**config.mk**
```make
export PLATFORM = sky130hd
export DESIGN_NAME = cbf_divider
export DESIGN_NICKNAME = d
export VERILOG_FILES = /design/src/rtl/core/cbf_pkg.sv /design/src/rtl/core/cbf_divider.sv
export SDC_FILE = /design/constraint.sdc
export NUM_CORES = 1
export LEC_CHECK = 0
export BUFFER_PORTS_ARGS = -buffer_cell sky130_fd_sc_hd__buf_2
export CORE_MARGIN = 10
export CORE_UTILIZATION = 45
export DETAILED_ROUTE_END_ITERATION = 12
export PLACE_DENSITY = 0.87
export SLEW_MARGIN = 0
export SYNTH_ARGS = -nofsm -noshare
export SYNTH_HDL_FRONTEND = slang
export SYNTH_SLANG_ARGS = --single-unit
export TNS_END_PERCENT = 30
```
**constraint.sdc**
```tcl
create_clock -name clock -period 2.75 [get_ports clock]
set_clock_uncertainty 0.1 [all_clocks]
set_input_delay 0.4125 -clock clock [delete_from_list [all_inputs] [get_ports clock]]
set_output_delay 0.4125 -clock clock [all_outputs]
set_load 0.005 [all_outputs]
```
**src/rtl/core/cbf_pkg.sv**
```systemverilog
// cbf_pkg: shared types, constants and helpers of the counting bloom filter engine
// no dependencies

package cbf_pkg;

   // default geometry
   localparam int TABLE_DEPTH_DEF  = 4096;
   localparam int MAX_HASHES_DEF   = 8;
   localparam int COUNTER_BITS_DEF = 16;

   // fixed field widths
   localparam int HASH_W    = 64;
   localparam int HASH_NUM  = 8;
   localparam int HSEL_W    = 3;
   localparam int SIZE_W    = 13;
   localparam int HCNT_W    = 4;
   localparam int MODE_W    = 3;
   localparam int OPND_W    = 17;
   localparam int TALLY_W   = 16;
   localparam int CSR_IDX_W = 2;
   localparam int CSR_DAT_W = 13;
   localparam int DIV_W     = SIZE_W;
   localparam int DSTEP_W   = 6;
   localparam int NCNT_W    = SIZE_W + 1;
   localparam int MBIT_W    = 5;
   localparam int CBW_W     = 7;

   // reset values of the registers
   localparam logic [SIZE_W-1:0] SIZE_RST = 13'd4096;
   localparam logic [HCNT_W-1:0] HCNT_RST = 4'd4;
   localparam logic [MODE_W-1:0] MODE_RST = 3'd1;

   // Q16 one
   localparam logic [OPND_W-1:0] Q16_ONE = 17'h10000;

   // register indexes
   typedef enum logic [CSR_IDX_W-1:0] {
      CSR_FILTER_SIZE  = 2'd0,
      CSR_HASH_COUNT   = 2'd1,
      CSR_COUNTER_MODE = 2'd2
   } csr_idx_type;

   // commands
   typedef enum logic [3:0] {
      CMD_LOOKUP     = 4'd0,
      CMD_COUNT      = 4'd1,
      CMD_ADD        = 4'd2,
      CMD_ADD_ABSENT = 4'd3,
      CMD_REMOVE     = 4'd4,
      CMD_CLR_ABOVE  = 4'd5,
      CMD_CLR_ELEM   = 4'd6,
      CMD_LIN_DECAY  = 4'd7,
      CMD_EXP_DECAY  = 4'd8,
      CMD_NONZERO    = 4'd9,
      CMD_ABOVE      = 4'd10,
      CMD_CLEAR      = 4'd11
   } cmd_type;

   // divider request and response
   typedef struct packed {
      logic              start;
      logic [HASH_W-1:0] dividend;
      logic [DIV_W-1:0]  divisor;
   } div_req_type;

   typedef struct packed {
      logic              done;
      logic [HASH_W-1:0] quot;
      logic [DIV_W-1:0]  rem;
   } div_rsp_type;

   // ceiling width of a counter mode, undefined modes act as the widest
   function automatic logic [CBW_W-1:0] mode_bits(input logic [MODE_W-1:0] mode);
      logic [CBW_W-1:0] b;
      case (mode)
         3'd0:    b = 7'd4;
         3'd1:    b = 7'd8;
         3'd2:    b = 7'd16;
         3'd3:    b = 7'd32;
         default: b = 7'd64;
      endcase
      return b;
   endfunction

endpackage

```
**src/rtl/core/cbf_divider.sv**
```systemverilog
// cbf_divider: restoring divider, one quotient bit per cycle
// depends on cbf_pkg

module cbf_divider
   import cbf_pkg::*;
(
   input  logic        clock,
   input  logic        reset,
   input  div_req_type div_req,
   output div_rsp_type div_rsp
);

   logic [HASH_W-1:0]  quot_ff, quot_in;
   logic [DIV_W-1:0]   rem_ff, rem_in;
   logic [DIV_W-1:0]   dvsr_ff, dvsr_in;
   logic [DSTEP_W-1:0] step_ff, step_in;
   logic               busy_ff, busy_in;
   logic               done_ff, done_in;
   logic [DIV_W:0]     trial;
   logic [DIV_W:0]     diff;

   // one restoring step: shift in the next dividend bit and try the subtract
   always_comb begin
      quot_in = quot_ff;
      rem_in  = rem_ff;
      dvsr_in = dvsr_ff;
      step_in = step_ff;
      busy_in = busy_ff;
      done_in = 1'b0;
      trial   = {rem_ff, quot_ff[HASH_W-1]};
      diff    = trial - {1'b0, dvsr_ff};
      if (div_req.start) begin
         quot_in = div_req.dividend;
         rem_in  = '0;
         dvsr_in = div_req.divisor;
         step_in = '0;
         busy_in = 1'b1;
      end else if (busy_ff) begin
         if (trial >= {1'b0, dvsr_ff}) begin
            rem_in  = diff[DIV_W-1:0];
            quot_in = {quot_ff[HASH_W-2:0], 1'b1};
         end else begin
            rem_in  = trial[DIV_W-1:0];
            quot_in = {quot_ff[HASH_W-2:0], 1'b0};
         end
         step_in = step_ff + 1'b1;
         if (step_ff == '1) begin
            busy_in = 1'b0;
            done_in = 1'b1;
         end
      end
   end

   always_ff @(posedge clock) begin
      if (reset) begin
         busy_ff <= 1'b0;
         done_ff <= 1'b0;
      end else begin
         busy_ff <= busy_in;
         done_ff <= done_in;
      end
      quot_ff <= quot_in;
      rem_ff  <= rem_in;
      dvsr_ff <= dvsr_in;
      step_ff <= step_in;
   end

   assign div_rsp.done = done_ff;
   assign div_rsp.quot = quot_ff;
   assign div_rsp.rem  = rem_ff;

endmodule

```
==> impl_metrics.toml <==
[route]
wl_per_cell_um = 18.79
dr.pass1.iters = 6
viasPerCell = 5.087
vias = 3276
drt_iter0_drc = 281
ant_nets = 0
drt-total-wl_mm = 12.10
drc_errors = 0

[timing]
post-route-period-util_pct = 96.79
fin_crit_ps = 2662
fmax_mhz = 375.7
max_slew_margin_pct = 61.94
rsz0062_at_grt = "yes"
fin_setup_tns_ps = 0
layout_setup_ws_ps = 88.21
setup_viol = 0
worst_pin_slew_ps = 567.4
hold_violations = 0
slew_viol_final = 0

[cts]
cts_buffers = 9
clockBufferDepth = 2
cts_sinks = 98
insertion_delay_ps = 370
htree_levels = 3
hold_buffers = 0
tritoncts = "built"
ctsRootBufferMaster = "clkbuf_8"
path_clk_slew_ps = 90

[placement]
post-place-ws_ps = -6.916
place_congestion = 0.8832
port_buffers = 157
placed_cell_area_mm2 = 0.005592
dp.final_hpwl_mm = 9.178
placed_cells = 623

[yosys]
syn_nets = 432
synth_edf_count = 77
ys.warnings.count = 0
yosysUniqueCellTypes = 47
synthArstFlopShare_pct = 0
ys.flop_type = "edfxtp_1"
synth.yosys.seq_area_share_pct = 59.03
synth_area_per_cell_um2 = 13.74
netlist_area_mm2 = 0.004629
ys_ff_latch = 98
syn_inst = 337

[finish]
nFillCells = 811
num-nets-final = 602
final_util_pct = 59.28
mostFrequentLayoutCells = "buf_2, edfxtp_1, mux2_2"
diodes = 0
drive_gt1_share_pct = 52.25
final_cells = 644
syn_to_final_growth_pct = 26.89
layout_commonest_cell = "buf_2"
design_area_mm2 = 0.005874

[global_routing]
antenna_found_initial = 0
grt_overflow = 0
grt_pass1_vias = 3582
grt_max_degree = 35
grtUsageTotal_pct = 16.50
grt_pass1_wl_mm = 18.83

[power]
p_leak_nw = 2.459
ir_worst_vdd_mv = 0.4658
p_per_area_mw_per_mm2 = 577.2

[setup_path]
r2r-end = "rem_ff[4]"
critPathRequiredTime_ps = 2940
critPathCapture = "rem_ff[4]"
critPathKind = "register to register"
path_max_fanout = 5
path_cells = "inv_2 > ha_4 > inv_2 > fa_2 > a211oi_4 > o21ai_2 > a211oi_2 > o21ai_4 > buf_6 > mux2i_1 > a211oi_1"
end_kind = "register"
cp_data_arrival_time_ps = 2850
crit_top_cell = "inv_2"
r2r_start = "quot_ff[63]"
reg2reg_slack_ps = 90
max_stage_delay_ps = 410
r2r_cells = 11
crit_slowest_cell = "edfxtp_1"
startpoint = "quot_ff[63]"
critPathLaunchType = "register"

[run_status]
status = "finished clean"

[floorplanning]
rows = 36
start_util_pct = 46.72
die_width_um = 121.4
io_pins = 158
core_area_mm2 = 0.009910
fp.dieH_um = 121.4
die_area_mm2 = 0.01475

[min_path]
min_path_cells = 1
min_path_type = "input port to register"

[flow_run]
maxCapViolCount = 0
==> Yosys cell counts (all sizes together) (3+ instances only) <==
cell | n | area (um2)
xor2 | 6 | 52.55
nor3 | 3 | 15.01
dfxtp | 21 | 420.4
or3 | 4 | 25.02
nand2 | 15 | 56.30
a211oi | 10 | 90.09
nand3 | 4 | 20.02
mux2i | 8 | 80.08
ha | 14 | 175.2
clkbuf | 10 | 37.54
edfxtp | 77 | 2312
a21oi | 14 | 70.07
xnor2 | 6 | 52.55
buf | 4 | 30.03
o211ai | 5 | 37.54
o21ai | 6 | 45.04
nor2 | 21 | 78.83
inv | 16 | 60.06
mux2 | 65 | 735.7
a21o | 3 | 22.52
==> what timing repair did <==
item / 4_1_cts / 5_1_grt
gates resized for setup: 0 / 11
endpoints found under the setup margin: 7 / 14
cloned: 0 / 1
pin swaps: 2 / 15
setup buffers: 1 / 4
==> stage by stage <==
| stage | hold slack, ps | total power [mW] |
|---|---|---|
| after floorplan | 358.4 | 2.203 |
| after global placement | 367.6 | 2.452 |
| after detailed placement | 388.7 | 2.478 |
| after CTS | 85.98 | 3.386 |
| after global routing | 75.74 | 3.560 |
| final | 106.3 | 3.390 |
==> power by group <==
group / switching (mW) / internal [mW] / leakage, nW
clock network: 0.491 / 0.418 / 0.0856
logic: 0.313 / 0.326 / 1.43
registers: 0.0818 / 1.76 / 0.943
total: 0.886 / 2.50 / 2.46
==> how the worst min path moves through the flow <==
stage	startpoint	slack [ps]	endpoint
2_1_floorplan	step_ff[5]	360	step_ff[5]
3_3_place_gp	step_ff[5]	370	step_ff[5]
3_5_place_dp	step_ff[5]	390	step_ff[5]
4_1_cts	div_req[12]	90	dvsr_ff[12]
5_1_grt	div_req[10]	80	dvsr_ff[10]
6_report	div_req[12]	110	dvsr_ff[12]
==> state kept, by name (all words and copies together) (netlist names) <==
name and cells:
step_ff 6, rem_ff 13, done_ff 1, dvsr_ff 13
quot_ff 64, busy_ff 1
==> cell families after synthesis <==
| group | synth area share [%] |
|---|---|
| compound gates | 8.027 |
| buf+inv | 2.757 |
| mux | 17.62 |
| fa+ha+maj | 4.216 |
| xor+xnor | 2.270 |
| flops | 59.03 |
| simple gates | 6.081 |
==> worst max-delay path: cells and delay by family (launching register included) <==
kind / cells / cell delay (ps)
flops: 1 / 410
mux: 1 / 120
compound gates: 5 / 1110
buf+inv: 3 / 320
fa+ha+maj: 2 / 510
==> layout make-up <==
| class | instances | area [um2] | area share, % |
|---|---|---|---|
| Clock buffer | 11 | 131.4 | 2.236 |
| Clock inverter | 4 | 53.80 | 0.9159 |
| Inverter | 16 | 60.06 | 1.022 |
| Multi-Input combinational cell | 210 | 1822 | 31.01 |
| Sequential cell | 98 | 2733 | 46.52 |
| Tap cell | 133 | 166.4 | 2.833 |
| Timing Repair Buffer | 172 | 908.4 | 15.46 |
==> layer usage <==
layer | routed length, um | track usage, % | share of wire (%)
met2 | 5947 | 26.45 | 49
met5 | 0 | 0 | 0
met4 | 129 | 5.589 | 1.1
met3 | 1335 | 9.493 | 11
met1 | 4686 | 17.94 | 39
No activity file was read; power rests on OpenSTA's default activity.
